### src/sv/selective_repeat_send_window_assert.svh
// Assertion macros for the selective-repeat send window.
// Used by the top level only; expects clk and rst_n in scope.
`ifndef SELECTIVE_REPEAT_SEND_WINDOW_ASSERT_SVH
`define SELECTIVE_REPEAT_SEND_WINDOW_ASSERT_SVH

// same-cycle implication
`define SRSW_ASSERT_NOW(lbl, ante, cons) \
    lbl: assert property (@(posedge clk) disable iff (!rst_n) (ante) |-> (cons)) \
        else $error("srsw assertion failed");

// next-cycle implication
`define SRSW_ASSERT_NEXT(lbl, ante, cons) \
    lbl: assert property (@(posedge clk) disable iff (!rst_n) (ante) |=> (cons)) \
        else $error("srsw assertion failed");

`endif

### src/sv/srsw_pkg.sv
// Shared types and constants of the selective-repeat send window.
// No dependencies.
`default_nettype none

package srsw_pkg;

    localparam int NUM_W   = 32;
    localparam int WIN_W   = 8;
    localparam int LIM_W   = 9;
    localparam int USAGE_W = 8;

    typedef enum logic [1:0] {
        OP_SEND  = 2'd0,
        OP_ACK   = 2'd1,
        OP_ADV   = 2'd2,
        OP_CLEAR = 2'd3
    } op_t;

    typedef struct packed {
        logic start;
        logic shift;
        logic publish;
    } cmd_t;

    typedef struct packed {
        logic adv_done;
    } stat_t;

endpackage

`default_nettype wire

### src/sv/srsw_in_if.sv
// Input item channel of the send window.
// Depends on srsw_pkg.
`default_nettype none

interface srsw_in_if
    import srsw_pkg::*;
();
    logic             valid;
    logic             ready;
    logic [1:0]       opcode;
    logic [NUM_W-1:0] ack_number;

    modport source (output valid, output opcode, output ack_number, input ready);
    modport sink (input valid, input opcode, input ack_number, output ready);
endinterface

`default_nettype wire

### src/sv/srsw_out_if.sv
// Result item channel of the send window.
// Depends on srsw_pkg.
`default_nettype none

interface srsw_out_if
    import srsw_pkg::*;
();
    logic               valid;
    logic               ready;
    logic               status;
    logic               can_send;
    logic [USAGE_W-1:0] usage;
    logic [NUM_W-1:0]   next_number;
    logic [NUM_W-1:0]   base_number;
    logic [7:0]         advanced_count;

    modport source (output valid, output status, output can_send, output usage,
                    output next_number, output base_number, output advanced_count,
                    input ready);
    modport sink (input valid, input status, input can_send, input usage,
                  input next_number, input base_number, input advanced_count,
                  output ready);
endinterface

`default_nettype wire

### src/sv/srsw_cfg_if.sv
// Configuration write channel (window limit) of the send window.
// Depends on srsw_pkg.
`default_nettype none

interface srsw_cfg_if
    import srsw_pkg::*;
();
    logic             valid;
    logic             ready;
    logic [WIN_W-1:0] data;

    modport source (output valid, output data, input ready);
    modport sink (input valid, input data, output ready);
endinterface

`default_nettype wire

### src/sv/srsw_ctrl.sv
// Sequencing controller: accept, advance loop, result publish.
// Depends on srsw_pkg.
`default_nettype none

module srsw_ctrl
    import srsw_pkg::*;
(
    input  wire logic       clk,
    input  wire logic       rst_n,
    input  wire logic       in_valid,
    input  wire logic [1:0] in_opcode,
    output logic            in_ready,
    output logic            out_valid,
    input  wire logic       out_ready,
    input  wire stat_t      stat,
    output cmd_t            cmd
);

    typedef enum logic [1:0] {
        ST_IDLE,
        ST_ADV,
        ST_PUB
    } state_t;

    state_t state_reg;
    state_t state_next;
    logic   out_valid_reg;
    logic   out_valid_next;

    always_comb
    begin
        cmd.start   = (state_reg == ST_IDLE) && in_valid;
        cmd.shift   = (state_reg == ST_ADV) && !stat.adv_done;
        cmd.publish = (state_reg == ST_PUB) && (!out_valid_reg || out_ready);
    end

    always_comb
    begin
        state_next     = state_reg;
        out_valid_next = out_valid_reg && !out_ready;
        case (state_reg)
            ST_IDLE:
            begin
                if (in_valid)
                begin
                    state_next = (op_t'(in_opcode) == OP_ADV) ? ST_ADV : ST_PUB;
                end
            end
            ST_ADV:
            begin
                if (stat.adv_done)
                begin
                    state_next = ST_PUB;
                end
            end
            ST_PUB:
            begin
                if (cmd.publish)
                begin
                    state_next     = ST_IDLE;
                    out_valid_next = 1'b1;
                end
            end
            default:
            begin
                state_next = ST_IDLE;
            end
        endcase
    end

    always_ff @(posedge clk or negedge rst_n)
    begin
        if (!rst_n)
        begin
            state_reg     <= ST_IDLE;
            out_valid_reg <= 1'b0;
        end
        else
        begin
            state_reg     <= state_next;
            out_valid_reg <= out_valid_next;
        end
    end

    assign in_ready  = (state_reg == ST_IDLE);
    assign out_valid = out_valid_reg;

endmodule

`default_nettype wire

### src/sv/srsw_dp.sv
// Datapath: counts, ack bitmap, window register and result registers.
// Depends on srsw_pkg.
`default_nettype none

module srsw_dp
    import srsw_pkg::*;
#(
    parameter int MAX_WINDOW = 128
)
(
    input  wire logic               clk,
    input  wire logic               rst_n,
    input  wire cmd_t               cmd,
    output stat_t                   stat,
    input  wire logic [1:0]         in_opcode,
    input  wire logic [NUM_W-1:0]   in_ack_number,
    input  wire logic               cfg_we,
    input  wire logic [WIN_W-1:0]   cfg_data,
    output logic                    out_status,
    output logic                    out_can_send,
    output logic [USAGE_W-1:0]      out_usage,
    output logic [NUM_W-1:0]        out_next_number,
    output logic [NUM_W-1:0]        out_base_number,
    output logic [7:0]              out_advanced_count
);

    localparam int IDX_W = (MAX_WINDOW > 1) ? $clog2(MAX_WINDOW) : 1;
    localparam logic [LIM_W-1:0] MAXW = LIM_W'(MAX_WINDOW);

    logic [MAX_WINDOW-1:0] bitmap_reg;
    logic [MAX_WINDOW-1:0] bitmap_next;
    logic [NUM_W-1:0]      base_reg;
    logic [NUM_W-1:0]      base_next;
    logic [NUM_W-1:0]      next_reg;
    logic [NUM_W-1:0]      next_next;
    logic [WIN_W-1:0]      win_reg;
    logic [LIM_W-1:0]      cnt_reg;
    logic [LIM_W-1:0]      cnt_next;
    logic                  err_reg;
    logic                  err_next;

    logic [LIM_W-1:0]      eff_win;
    logic [NUM_W-1:0]      offset;
    logic                  ack_ok;
    logic [NUM_W-1:0]      used;

    assign eff_win = ({1'b0, win_reg} > MAXW) ? MAXW : {1'b0, win_reg};
    assign offset  = in_ack_number - base_reg;
    assign ack_ok  = (in_ack_number >= base_reg) && (offset < NUM_W'(eff_win));
    assign used    = next_reg - base_reg;

    assign stat.adv_done = !bitmap_reg[0] || (cnt_reg >= eff_win);

    always_comb
    begin
        bitmap_next = bitmap_reg;
        base_next   = base_reg;
        next_next   = next_reg;
        cnt_next    = cnt_reg;
        err_next    = err_reg;
        if (cmd.start)
        begin
            cnt_next = '0;
            err_next = 1'b0;
            case (op_t'(in_opcode))
                OP_SEND:
                begin
                    next_next = next_reg + NUM_W'(1);
                end
                OP_ACK:
                begin
                    if (ack_ok)
                    begin
                        bitmap_next[offset[IDX_W-1:0]] = 1'b1;
                    end
                    else
                    begin
                        err_next = 1'b1;
                    end
                end
                OP_CLEAR:
                begin
                    bitmap_next = '0;
                    base_next   = '0;
                    next_next   = '0;
                end
                default:
                begin
                end
            endcase
        end
        else if (cmd.shift)
        begin
            bitmap_next = bitmap_reg >> 1;
            base_next   = base_reg + NUM_W'(1);
            cnt_next    = cnt_reg + LIM_W'(1);
        end
    end

    always_ff @(posedge clk or negedge rst_n)
    begin
        if (!rst_n)
        begin
            bitmap_reg <= '0;
            base_reg   <= '0;
            next_reg   <= '0;
            win_reg    <= WIN_W'(128);
            cnt_reg    <= '0;
            err_reg    <= 1'b0;
        end
        else
        begin
            bitmap_reg <= bitmap_next;
            base_reg   <= base_next;
            next_reg   <= next_next;
            cnt_reg    <= cnt_next;
            err_reg    <= err_next;
            if (cfg_we)
            begin
                win_reg <= cfg_data;
            end
        end
    end

    always_ff @(posedge clk)
    begin
        if (cmd.publish)
        begin
            out_status         <= err_reg;
            out_can_send       <= (used < NUM_W'(eff_win));
            out_usage          <= (used > NUM_W'(255)) ? USAGE_W'(255) : used[USAGE_W-1:0];
            out_next_number    <= next_reg;
            out_base_number    <= base_reg;
            out_advanced_count <= cnt_reg[7:0];
        end
    end

endmodule

`default_nettype wire

### src/sv/selective_repeat_send_window.sv
// Top level of the selective-repeat send window: controller plus datapath.
// Depends on srsw_pkg, srsw_in_if, srsw_out_if, srsw_cfg_if, srsw_ctrl, srsw_dp.
//
//   port   dir   handshake      carries
//   in     sink  valid/ready    opcode, ack_number
//   out    src   valid/ready    status, can_send, usage, next/base number, advanced_count
//   cfg    sink  valid/ready    window limit (always ready)
//
// Send, ack and clear apply the operation, then load the result register.
// Advance shifts the bitmap one slot per cycle until its oldest slot is unacked or the limit is met.
// A new item is taken while the previous result still waits in the output register;
// the publish step stalls until that register is free.
// Reset clears the bitmap, both counts and sets the window limit to 128.
`default_nettype none

module selective_repeat_send_window
    import srsw_pkg::*;
#(
    parameter int MAX_WINDOW = 128
)
(
    input  wire logic  clk,
    input  wire logic  rst_n,
    srsw_in_if.sink    in,
    srsw_out_if.source out,
    srsw_cfg_if.sink   cfg
);

    `include "selective_repeat_send_window_assert.svh"

    cmd_t  cmd;
    stat_t stat;

    assign cfg.ready = 1'b1;

    srsw_ctrl u_ctrl (
        .clk       (clk),
        .rst_n     (rst_n),
        .in_valid  (in.valid),
        .in_opcode (in.opcode),
        .in_ready  (in.ready),
        .out_valid (out.valid),
        .out_ready (out.ready),
        .stat      (stat),
        .cmd       (cmd)
    );

    srsw_dp #(
        .MAX_WINDOW (MAX_WINDOW)
    ) u_dp (
        .clk                (clk),
        .rst_n              (rst_n),
        .cmd                (cmd),
        .stat               (stat),
        .in_opcode          (in.opcode),
        .in_ack_number      (in.ack_number),
        .cfg_we             (cfg.valid),
        .cfg_data           (cfg.data),
        .out_status         (out.status),
        .out_can_send       (out.can_send),
        .out_usage          (out.usage),
        .out_next_number    (out.next_number),
        .out_base_number    (out.base_number),
        .out_advanced_count (out.advanced_count)
    );

    `SRSW_ASSERT_NEXT(a_one_at_a_time, in.valid && in.ready, !in.ready)
    `SRSW_ASSERT_NOW(a_start_only_idle, cmd.start, in.ready && !cmd.shift && !cmd.publish)
    `SRSW_ASSERT_NOW(a_err_no_advance, out.valid && out.status, out.advanced_count == 8'd0)
    `SRSW_ASSERT_NOW(a_adv_bounded, out.valid, 32'(out.advanced_count) <= 32'(MAX_WINDOW))

endmodule

`default_nettype wire
### src/flat_wrapper.sv
// flat-port wrapper written by rule: the top's interface ports become plain ports
module selective_repeat_send_window_flat import srsw_pkg::*;
#(
    parameter int MAX_WINDOW = 128
)
  (clk, rst_n, in_valid, in_opcode, in_ack_number, in_ready, out_valid, out_status, out_can_send, out_usage, out_next_number, out_base_number, out_advanced_count, out_ready, cfg_valid, cfg_data, cfg_ready);
  srsw_in_if in_i ();
  srsw_out_if out_i ();
  srsw_cfg_if cfg_i ();
  input  wire logic clk;
  input  wire logic rst_n;
  input wire logic [$bits(in_i.valid)-1:0] in_valid;
  input wire logic [$bits(in_i.opcode)-1:0] in_opcode;
  input wire logic [$bits(in_i.ack_number)-1:0] in_ack_number;
  output wire logic [$bits(in_i.ready)-1:0] in_ready;
  output wire logic [$bits(out_i.valid)-1:0] out_valid;
  output wire logic [$bits(out_i.status)-1:0] out_status;
  output wire logic [$bits(out_i.can_send)-1:0] out_can_send;
  output wire logic [$bits(out_i.usage)-1:0] out_usage;
  output wire logic [$bits(out_i.next_number)-1:0] out_next_number;
  output wire logic [$bits(out_i.base_number)-1:0] out_base_number;
  output wire logic [$bits(out_i.advanced_count)-1:0] out_advanced_count;
  input wire logic [$bits(out_i.ready)-1:0] out_ready;
  input wire logic [$bits(cfg_i.valid)-1:0] cfg_valid;
  input wire logic [$bits(cfg_i.data)-1:0] cfg_data;
  output wire logic [$bits(cfg_i.ready)-1:0] cfg_ready;
  assign in_i.valid = in_valid;
  assign in_i.opcode = in_opcode;
  assign in_i.ack_number = in_ack_number;
  assign in_ready = in_i.ready;
  assign out_valid = out_i.valid;
  assign out_status = out_i.status;
  assign out_can_send = out_i.can_send;
  assign out_usage = out_i.usage;
  assign out_next_number = out_i.next_number;
  assign out_base_number = out_i.base_number;
  assign out_advanced_count = out_i.advanced_count;
  assign out_i.ready = out_ready;
  assign cfg_i.valid = cfg_valid;
  assign cfg_i.data = cfg_data;
  assign cfg_ready = cfg_i.ready;
  selective_repeat_send_window #(.MAX_WINDOW(MAX_WINDOW)) u_core (.clk(clk), .rst_n(rst_n), .in(in_i), .out(out_i), .cfg(cfg_i));
endmodule
### config.mk
export PLATFORM = sky130hd
export DESIGN_NAME = selective_repeat_send_window_flat
export DESIGN_NICKNAME = d
export VERILOG_FILES = /design/src/sv/srsw_pkg.sv /design/src/sv/srsw_in_if.sv /design/src/sv/srsw_out_if.sv /design/src/sv/srsw_cfg_if.sv /design/src/sv/srsw_ctrl.sv /design/src/sv/srsw_dp.sv /design/src/sv/selective_repeat_send_window.sv /design/src/flat_wrapper.sv
export VERILOG_INCLUDE_DIRS = /design/src /design/src/sv
export SDC_FILE = /design/constraint.sdc
export NUM_CORES = 1
export LEC_CHECK = 0
export ABC_CLOCK_PERIOD_IN_PS = 13800
export BUFFER_PORTS_ARGS = -buffer_cell sky130_fd_sc_hd__buf_2
export CELL_PAD_IN_SITES_DETAIL_PLACEMENT = 2
export CELL_PAD_IN_SITES_GLOBAL_PLACEMENT = 2
export CORE_MARGIN = 8
export CORE_UTILIZATION = 30
export CTS_BUF_LIST = sky130_fd_sc_hd__clkbuf_4
export CTS_CLUSTER_DIAMETER = 80
export DETAILED_ROUTE_END_ITERATION = 12
export MAX_ROUTING_LAYER = met4
export PLACE_DENSITY_LB_ADDON = 0.1
export RECOVER_POWER = 25
export SLEW_MARGIN = 20
export SYNTH_ARGS = -nofsm -noshare
export SYNTH_HDL_FRONTEND = slang
export SYNTH_SLANG_ARGS = --single-unit
### constraint.sdc
create_clock -name clk -period 13.8 [get_ports clk]
set_input_delay 2.07 -clock clk [delete_from_list [all_inputs] [get_ports clk]]
set_output_delay 2.07 -clock clk [all_outputs]
set_load 0.01 [all_outputs]
==> results_dict.tcl, run 1 <==
set metrics [dict create \
    status "finished, violations left" \
    violations "max-capacitance violations, max-slew violations" \
    cp_max_fo 80 \
    placed_cells 2961 \
    final.setup_skew_ns 0.0760 \
    leakagePower_nw 9.40 \
    cp.arrival_ns 7.63 \
    die_x_um 267 \
    hold_viol 0 \
    cts_resized 0 \
    numCtsBuffers 92 \
    grt_start_max_net_pins 94 \
    totalNegativeSetupSlack_ns 0 \
    drive_above_1_share_pct 18.2 \
    cts_sinks 295 \
    max_slew_margin_pct -279 \
    first_global_vias 18800 \
    setup_violations 0 \
    fin_crit_ns 6.97 \
    cts-htree-levels 3 \
    synthCells 2081 \
    area_growth_pct 13.3 \
    drt_iter0_drc 697 \
    die_h_um 267 \
    wirelength_um 69400 \
    synthTopCellsByCount "nand2_1, a21oi_1, dfrtp_1" \
    yosysTopAreaCell "dfrtp_1" \
    dr.pass1.iters 4 \
    ir_drop_mv 0.0920 \
    wire_per_inst_um 22.2 \
    cts_tree "done" \
    yosys.cell_count.top_type "nand2_1" \
    antenna_left 0 \
    synth.area.top_cells "dfrtp_1, edfxtp_1, ha_1, a21oi_1, a221oi_2" \
    num_rows 92 \
    track_usage_pct 19.9 \
    stdcell_count 3128 \
    yosysSeqAreaShare_pct 41.3 \
    yosys_warnings 0 \
    drv_cap 1 \
    powerDensity_mw_per_mm2 208 \
    cts_root_buf "clkbuf_4" \
    initial_utilization_pct 30.2 \
    timing.setup.critical_path_class "input port to register" \
    grt_pass1_wl_um 109000 \
    synth-seq-cells 295 \
    syn_area_mm2 0.0189 \
    antenna_found_initial 1 \
    worst_pin_slew_ns 5.68 \
    cts-hold-fix-buffers 0 \
    rr_startpoint "u_core.u_dp.base_reg[1]" \
    final_core_util_pct 34.2 \
    place.gp.congestion 0.821 \
    grt_util_met1_pct 24.1 \
    grt.busiest_layer "met2" \
    largest_reg_flops 128 \
    portBuffers 130 \
    dieArea_mm2 0.0713 \
    synth_nets 2221 \
    clk-insertion-delay-late_ns 0.85 \
    synth_edf_count 82 \
    critPathCaptureType "register" \
    yosys_most_used_dff "dfrtp_1" \
    use_met3_pct 2.94 \
    cp.required_ns 14.45 \
    syn_area_per_cell_um2 9.08 \
    critPathLaunchType "input port" \
    slew_viol_final 94 \
    drc 0 \
    min_period_over_period_pct 50.5 \
    holdWs_ns 0.463 \
    hpwl_um 47700 \
    pre_cts_ws_ns 5.95 \
    core_area_mm2 0.0626 \
    worstHoldStart "u_core.u_dp.err_reg" \
    synth_cell_types 87 \
    rsz0062_at_grt "no" \
    grt_use_met2_pct 33.5 \
    setup_slack_ns 6.83 \
    post_drt_via_cell_ratio 5.40 \
    vias 16900 \
    synth_top_area_share_pct 28.1 \
    min_path_type "register to register" \
    cts_setup_buffers 0 \
    synth_async_sr_flop_share_pct 72.2 \
    clkTransAtPathRegs_ns 0.06 \
    clockBufferDepth 3 \
    critPathLaunch "in_ack_number[0]" \
    gr-total-overflow 0 \
    fin_nets 2349 \
    max_freq_ghz 0.143 \
    io_pins 132 \
]
-- per-layer routing --
metal / wire length (um) / part of all wire, %
met5: 0 / 0
met1: 31000 / 45
met2: 34400 / 50
met4: 2250 / 3.2
met3: 1710 / 2.5
-- power breakdown --
group | internal [mW] | switching (mW)
clock network | 0.464 | 0.428
logic | 0.737 | 1.39
registers | 1.22 | 0.207
total | 2.43 | 2.02
-- layout by cell type, fill, tap and decap left out, types with 11 or more instances in the layout --
master,n
edfxtp_1,82
a221oi_2,73
xnor2_1,36
o211ai_1,13
or3_1,20
nor3_1,30
a21o_1,25
nor2_1,117
nand2b_1,15
a21oi_1,220
buf_2,128
nand2_1,251
nand4_1,27
and3_1,13
ha_1,91
a221oi_1,56
inv_1,189
o21a_1,23
clkbuf_4,141
clkinv_1,17
nand3_1,39
nor2b_1,14
buf_4,16
o21ai_0,192
or4_1,11
dfrtp_1,212
xor2_1,39
-- cell type report --
| type | count | area (um2) |
|---|---|---|
| clock inverters | 24 | 110 |
| flip-flops and latches | 295 | 7790 |
| well taps | 846 | 1060 |
| inverters | 190 | 713 |
| multi-input cells | 1483 | 9880 |
| fillers | 7103 | 41200 |
| diodes | 2 | 5.00 |
| repair buffers | 147 | 779 |
| clock buffers | 141 | 1060 |
-- cells by family after synthesis --
| family | share of synthesized area [%] |
|---|---|
| compound gates | 26.8 |
| flops | 41.3 |
| buf+inv | 6.77 |
| xor+xnor | 3.48 |
| fa+ha+maj | 6.24 |
| mux | 0.854 |
| other cells | 0.0198 |
| simple gates | 14.6 |
-- worst max-delay path: stages --
cell and delay, ns:
buf_2 0.09, inv_1 0.04, ha_1 0.25, fa_1 0.42, nor2b_1 0.25, o21ai_2 0.14, nand2_1 0.09, xor2_1 0.36
ha_1 0.33, and4_1 0.23, a2111oi_0 0.41, nand4_1 0.16, a221oi_1 0.27, nand4_1 0.19, nor4_2 0.34, nand2_1 0.14
o21ai_4 0.17, buf_4 0.63, buf_6 0.71, a221oi_1 0.18
-- stage by stage --
step           power (mW)  cell area (um2)
2_1_floorplan        2.91            18900
3_3_place_gp         3.50            20200
3_5_place_dp         3.61            20200
4_1_cts              4.55            21400
5_1_grt              4.83            21400
6_report             4.45            21400
-- final timing paths --
kind	endpoint	depth (start not counted)	slack, ns
setup reg to reg	u_core.u_dp.bitmap_reg[98]	20	7.52
min in group asynchronous	u_core.u_dp.bitmap_reg[66]	1	3.33
max in group asynchronous	u_core.u_dp.bitmap_reg[126]	1	7.29
hold / removal	u_core.u_dp.out_status	0	0.46
setup / recovery	u_core.u_dp.bitmap_reg[98]	20	6.83
hold reg to reg	u_core.u_dp.out_status	0	0.46
(Power assumes the default switching activity.)
==> run 2, diff against run 1 <==
--- a/config.mk
+++ b/config.mk
@@ -6,7 +6,7 @@
 export SDC_FILE = /design/constraint.sdc
 export NUM_CORES = 1
 export LEC_CHECK = 0
-export ABC_CLOCK_PERIOD_IN_PS = 13800
+export ABC_CLOCK_PERIOD_IN_PS = 6600
 export BUFFER_PORTS_ARGS = -buffer_cell sky130_fd_sc_hd__buf_2
 export CELL_PAD_IN_SITES_DETAIL_PLACEMENT = 2
 export CELL_PAD_IN_SITES_GLOBAL_PLACEMENT = 2
==> constraint.sdc (replaced) <==
create_clock -name clk -period 6.6 [get_ports clk]
set_input_delay 0.99 -clock clk [delete_from_list [all_inputs] [get_ports clk]]
set_output_delay 0.99 -clock clk [all_outputs]
set_load 0.01 [all_outputs]
==> run 2 against run 1 <==
Net effect: the flow still finishes with violations (max-capacitance violations, max-slew violations); via count barely moved; global-route usage rose by 0.14 points; count of clock-buffer cells in the layout did not move; sequential power rose by 110%; critical path type is now register to register; highest routed layer unchanged.
==> results_dict.tcl, run 2 (synthesized netlist as in run 1, its figures left out) <==
set metrics [dict create \
    status "finished, violations left" \
    violations "max-capacitance violations, max-slew violations" \
    fin_nets 2350 \
    critPathLaunchType "register" \
    slew_viol_final 71 \
    timing.setup.critical_path_class "register to register" \
    initial_utilization_pct 30.2 \
    fin_crit_ns 5.40 \
    min_period_over_period_pct 81.8 \
    min_to "u_core.u_dp.win_reg[6]" \
    drive_above_1_share_pct 18.2 \
    io_pins 132 \
    cts-htree-levels 3 \
    cts_setup_buffers 0 \
    final_common_cell "nand2_1" \
    cp.arrival_ns 6.13 \
    leakagePower_nw 9.44 \
    portBuffers 130 \
    critPathCaptureType "register" \
    die_h_um 267 \
    cts_resized 0 \
    num_rows 92 \
    hpwl_um 48400 \
    track_usage_pct 20.1 \
    worst_pin_slew_ns 4.40 \
    rsz0062_at_grt "no" \
    cts_root_buf "clkbuf_4" \
    gr-total-overflow 0 \
    place.gp.congestion 0.828 \
    clk-insertion-delay-late_ns 0.84 \
    hold_viol 0 \
    numCtsBuffers 92 \
    min_path_cells 2 \
    drt_iter0_drc 660 \
    rr_startpoint "u_core.u_dp.base_reg[1]" \
    final_core_util_pct 34.3 \
    wire_per_inst_um 22.4 \
    largest_reg_flops 128 \
    r2r-end "u_core.u_dp.bitmap_reg[120]" \
    first_global_vias 18800 \
    antenna_left 0 \
    cp_max_fo 40 \
    grt_pass1_wl_um 110000 \
    clkTransAtPathRegs_ns 0.07 \
    clockBufferDepth 3 \
    final.setup_skew_ns 0.0523 \
    worstHoldStart "cfg_data[6]" \
    die_x_um 267 \
    max_freq_ghz 0.185 \
    min_path_type "input port to register" \
    drv_cap 1 \
    cts_tree "done" \
    core_area_mm2 0.0626 \
    cp.required_ns 7.33 \
    cts_sinks 295 \
    reg2reg_depth 19 \
    wirelength_um 69900 \
    cts-hold-fix-buffers 0 \
    antenna_found_initial 1 \
    vias 16900 \
    dr.pass1.iters 5 \
    drc 0 \
    totalNegativeSetupSlack_ns 0 \
    setup_violations 0 \
    powerDensity_mw_per_mm2 440 \
    max_slew_margin_pct -193 \
    grt_start_max_net_pins 144 \
    ir_drop_mv 0.179 \
    final_cell_mix "nand2_1, a21oi_1, dfrtp_1, o21ai_0, inv_1" \
    dieArea_mm2 0.0713 \
    area_growth_pct 13.7 \
    post_drt_via_cell_ratio 5.41 \
    rrSetupSlack_ns 1.20 \
]
==> run 2: changes by cell type in the layout (fill, tap and decap cells not counted), moves of 2 or more <==
cell / change
buf_4: -3
clkinvlp_4: -2
clkinv_1: -5
buf_12: +5
bufinv_16: +2
clkinv_2: -2
==> run 2: worst max-delay path by stage <==
stage,startpoint,to,slack [ns],cells after the start
6_report,u_core.u_dp.base_reg[1],u_core.u_dp.bitmap_reg[120],1.20,19
5_1_grt,u_core.u_dp.base_reg[1],u_core.u_dp.bitmap_reg[39],0.70,19
4_1_cts,u_core.u_dp.base_reg[1],u_core.u_dp.bitmap_reg[120],1.16,19
3_5_place_dp,in_ack_number[0],u_core.u_dp.bitmap_reg[121],0.60,19
3_3_place_gp,in_ack_number[1],u_core.u_dp.bitmap_reg[120],0.79,19
2_1_floorplan,out_ready,u_core.u_dp.out_advanced_count[0],1.31,2
==> run 2: layer usage <==
metal,vias up,GRT usage (%),wire length (um)
met3,135,3.05,1890
li1,7853,-,-
met2,244,34.2,34900
met4,0,7.51,2350
met5,-,-,0
met1,8671,23.8,30800
==> run 2: cell type report <==
class                           count  area (um2)
Timing Repair Buffer              148         846
Inverter                          190         713
Fill cell                        7047       41100
Antenna cell                        1        2.50
Sequential cell                   295        7790
Clock buffer                      141        1060
Tap cell                          846        1060
Multi-Input combinational cell   1483        9880
Clock inverter                     18         130
==> run 2: critical path, stage by stage (launching register included) <==
cell and delay [ns]:
dfrtp_1 0.44, inv_1 0.21, ha_1 0.29, nor2b_4 0.14, o31a_1 0.30, o31a_1 0.31, a21o_1 0.19, a21oi_1 0.17
xnor2_1 0.14, ha_1 0.26, and4_1 0.21, a2111oi_0 0.42, nand4_1 0.18, a221oi_1 0.23, nand4_1 0.15, nor4_2 0.32
nand4_1 0.18, and3_4 0.44, buf_4 0.36, a221oi_1 0.35
==> run 2: metrics by stage <==
stage	worst slack, ns	hold slack [ns]	area (um2)	total power [mW]	std cells
floorplan	1.31	0.426	18900	6.08	2081
global placement	0.792	0.450	20300	7.38	2962
detailed placement	0.598	0.464	20300	7.61	2962
CTS	1.16	0.0326	21500	9.63	3121
global route	0.698	0.311	21500	10.2	3122
finish	1.20	0.386	21500	9.46	3122
==> run 2: report_power, final <==
part	internal [mW]	switching, mW
logic	1.58	2.96
clock network	1.04	0.876
registers	2.56	0.446
==> run 3, diff against run 2 <==
--- a/config.mk
+++ b/config.mk
@@ -6,7 +6,7 @@
 export SDC_FILE = /design/constraint.sdc
 export NUM_CORES = 1
 export LEC_CHECK = 0
-export ABC_CLOCK_PERIOD_IN_PS = 6600
+export ABC_CLOCK_PERIOD_IN_PS = 5500
 export BUFFER_PORTS_ARGS = -buffer_cell sky130_fd_sc_hd__buf_2
 export CELL_PAD_IN_SITES_DETAIL_PLACEMENT = 2
 export CELL_PAD_IN_SITES_GLOBAL_PLACEMENT = 2
==> constraint.sdc (replaced) <==
create_clock -name clk -period 5.5 [get_ports clk]
set_input_delay 0.825 -clock clk [delete_from_list [all_inputs] [get_ports clk]]
set_output_delay 0.825 -clock clk [all_outputs]
set_load 0.01 [all_outputs]
==> run 3 against run 2 <==
Net effect: critical endpoint is now u_core.u_dp.bitmap_reg[87]; cell count is 0.99% higher; the flow still finishes with violations (max-capacitance violations, max-slew violations); total power is 20% higher; largest power group unchanged; clock power is 18% higher; sequential share of layout area is 0.37 points lower; utilization is 0.36 points higher; largest cell class unchanged; flip-flop and latch count stayed put; critical path depth stayed put; worst setup slack worse by 0.78 ns.
==> results_dict.tcl, run 3 (synthesized netlist as in run 1, its figures left out) <==
set metrics [dict create \
    fin_crit_ns 5.08 \
    antenna_left 0 \
    fin_area_mm2 0.0217 \
    worst_pin_slew_ns 2.88 \
    max_slew_margin_pct -92.1 \
    critPathCaptureType "register" \
    pre_cts_ws_ns -0.0527 \
    powerDensity_mw_per_mm2 523 \
    die_h_um 267 \
    leakagePower_nw 9.56 \
    wire_per_inst_um 22.1 \
    cts-htree-levels 3 \
    cp.required_ns 6.21 \
    drive_above_1_share_pct 19.0 \
    largest_reg_flops 128 \
    cts_sinks 295 \
    status "finished, violations left" \
    gr-total-overflow 0 \
    fin_nets 2369 \
    drc 0 \
    slew_viol_final 99 \
    placed_cells 2980 \
    numCtsBuffers 93 \
    power_mw 11.4 \
    place.gp.congestion 0.825 \
    dr.pass1.iters 4 \
    antenna_found_initial 2 \
    dieArea_mm2 0.0713 \
    final_core_util_pct 34.7 \
    stdcell_count 3153 \
    timing.setup.critical_path_class "register to register" \
    placed_area_mm2 0.0205 \
    initial_utilization_pct 30.2 \
    min_path_type "input port to register" \
    clk-insertion-delay-late_ns 0.87 \
    io_pins 132 \
    post_drt_via_cell_ratio 5.38 \
    holdWs_ns 0.220 \
    num_rows 92 \
    grt_pass1_wl_um 111000 \
    final.setup_skew_ns 0.0575 \
    portBuffers 130 \
    hpwl_um 48600 \
    cts_setup_buffers 0 \
    rrSetupSlack_ns 0.42 \
    track_usage_pct 20.2 \
    cts-hold-fix-buffers 0 \
    setup_slack_ns 0.419 \
    final_cell_mix "nand2_1, a21oi_1, dfrtp_1, o21ai_0, inv_1" \
    first_global_vias 19000 \
    grt_start_max_net_pins 101 \
    cp_max_fo 14 \
    core_area_mm2 0.0626 \
    violations "max-capacitance violations, max-slew violations" \
    cts_tree "done" \
    drt_iter0_drc 797 \
    clockBufferDepth 3 \
    min_period_over_period_pct 92.4 \
    drv_cap 1 \
    area_growth_pct 14.9 \
    ir_drop_mv 0.329 \
    vias 17000 \
    wirelength_um 69700 \
    max_freq_ghz 0.197 \
    totalNegativeSetupSlack_ns 0 \
    cts_root_buf "clkbuf_4" \
    clkTransAtPathRegs_ns 0.06 \
    cts_resized 0 \
    critPathLaunchType "register" \
    rsz0062_at_grt "no" \
    cp.arrival_ns 5.79 \
    setup_violations 0 \
    hold_viol 0 \
    final_common_cell "nand2_1" \
    die_x_um 267 \
]
run 3: changes by cell type in the layout (fill, tap and decap cells not counted), moves of 2 or more:
cell       previous run  this run
buf_12                5        12
buf_4                13        24
clkbuf_1              2         0
clkinv_1             12        16
diode_2               1         6
clkbuf_4            141       143
clkinv_2              1         3
bufinv_16             2         0
run 3: final cells by class:
cell class | count | area, um2
diodes | 6 | 15.0
clock buffers | 143 | 1070
clock inverters | 24 | 106
fillers | 7089 | 40900
inverters | 190 | 713
multi-input cells | 1483 | 9880
flip-flops and latches | 295 | 7790
well taps | 846 | 1060
repair buffers | 166 | 1070
run 3: path summary, 6_finish.rpt:
check | start | end | cells past startpoint
max | u_core.u_dp.base_reg[2] | u_core.u_dp.bitmap_reg[87] | 19
min | cfg_data[3] | u_core.u_dp.win_reg[3] | 2
max reg2reg | u_core.u_dp.base_reg[2] | u_core.u_dp.bitmap_reg[87] | 19
min reg2reg | u_core.u_dp.err_reg | u_core.u_dp.out_status | 0
max in group asynchronous | rst_n | u_core.u_dp.next_reg[27] | 1
min in group asynchronous | rst_n | u_core.u_dp.bitmap_reg[65] | 1
run 3: metal layers:
metal / part of all wire, % / wire length, um / up-vias / global-route usage (%)
met3: 2.8 / 1970 / 142 / 3.38
met2: 50 / 35000 / 237 / 34.3
met5: 0 / 0 / - / -
met1: 44 / 30700 / 8667 / 24.2
li1: - / - / 7911 / -
met4: 3.0 / 2070 / 0 / 6.45
run 3: critical path: stages (launching register included):
cell and delay [ns]:
dfrtp_1 0.47, inv_1 0.15, ha_1 0.38, o21a_1 0.19, o31a_1 0.15, o31a_1 0.31, a21o_1 0.19, a21oi_1 0.17
xnor2_1 0.14, ha_1 0.26, and4_1 0.22, a2111oi_1 0.44, nand4_1 0.15, a221oi_1 0.24, nand4_1 0.16, nor4_2 0.33
nand4_1 0.17, and3_4 0.28, buf_4 0.22, a221oi_1 0.35
run 3: report_power, final:
| group | total, mW | internal [mW] | switching, mW |
|---|---|---|---|
| sequential | 3.59 | 3.07 | 0.522 |
| clock | 2.26 | 1.18 | 1.09 |
| combinational | 5.50 | 1.98 | 3.52 |
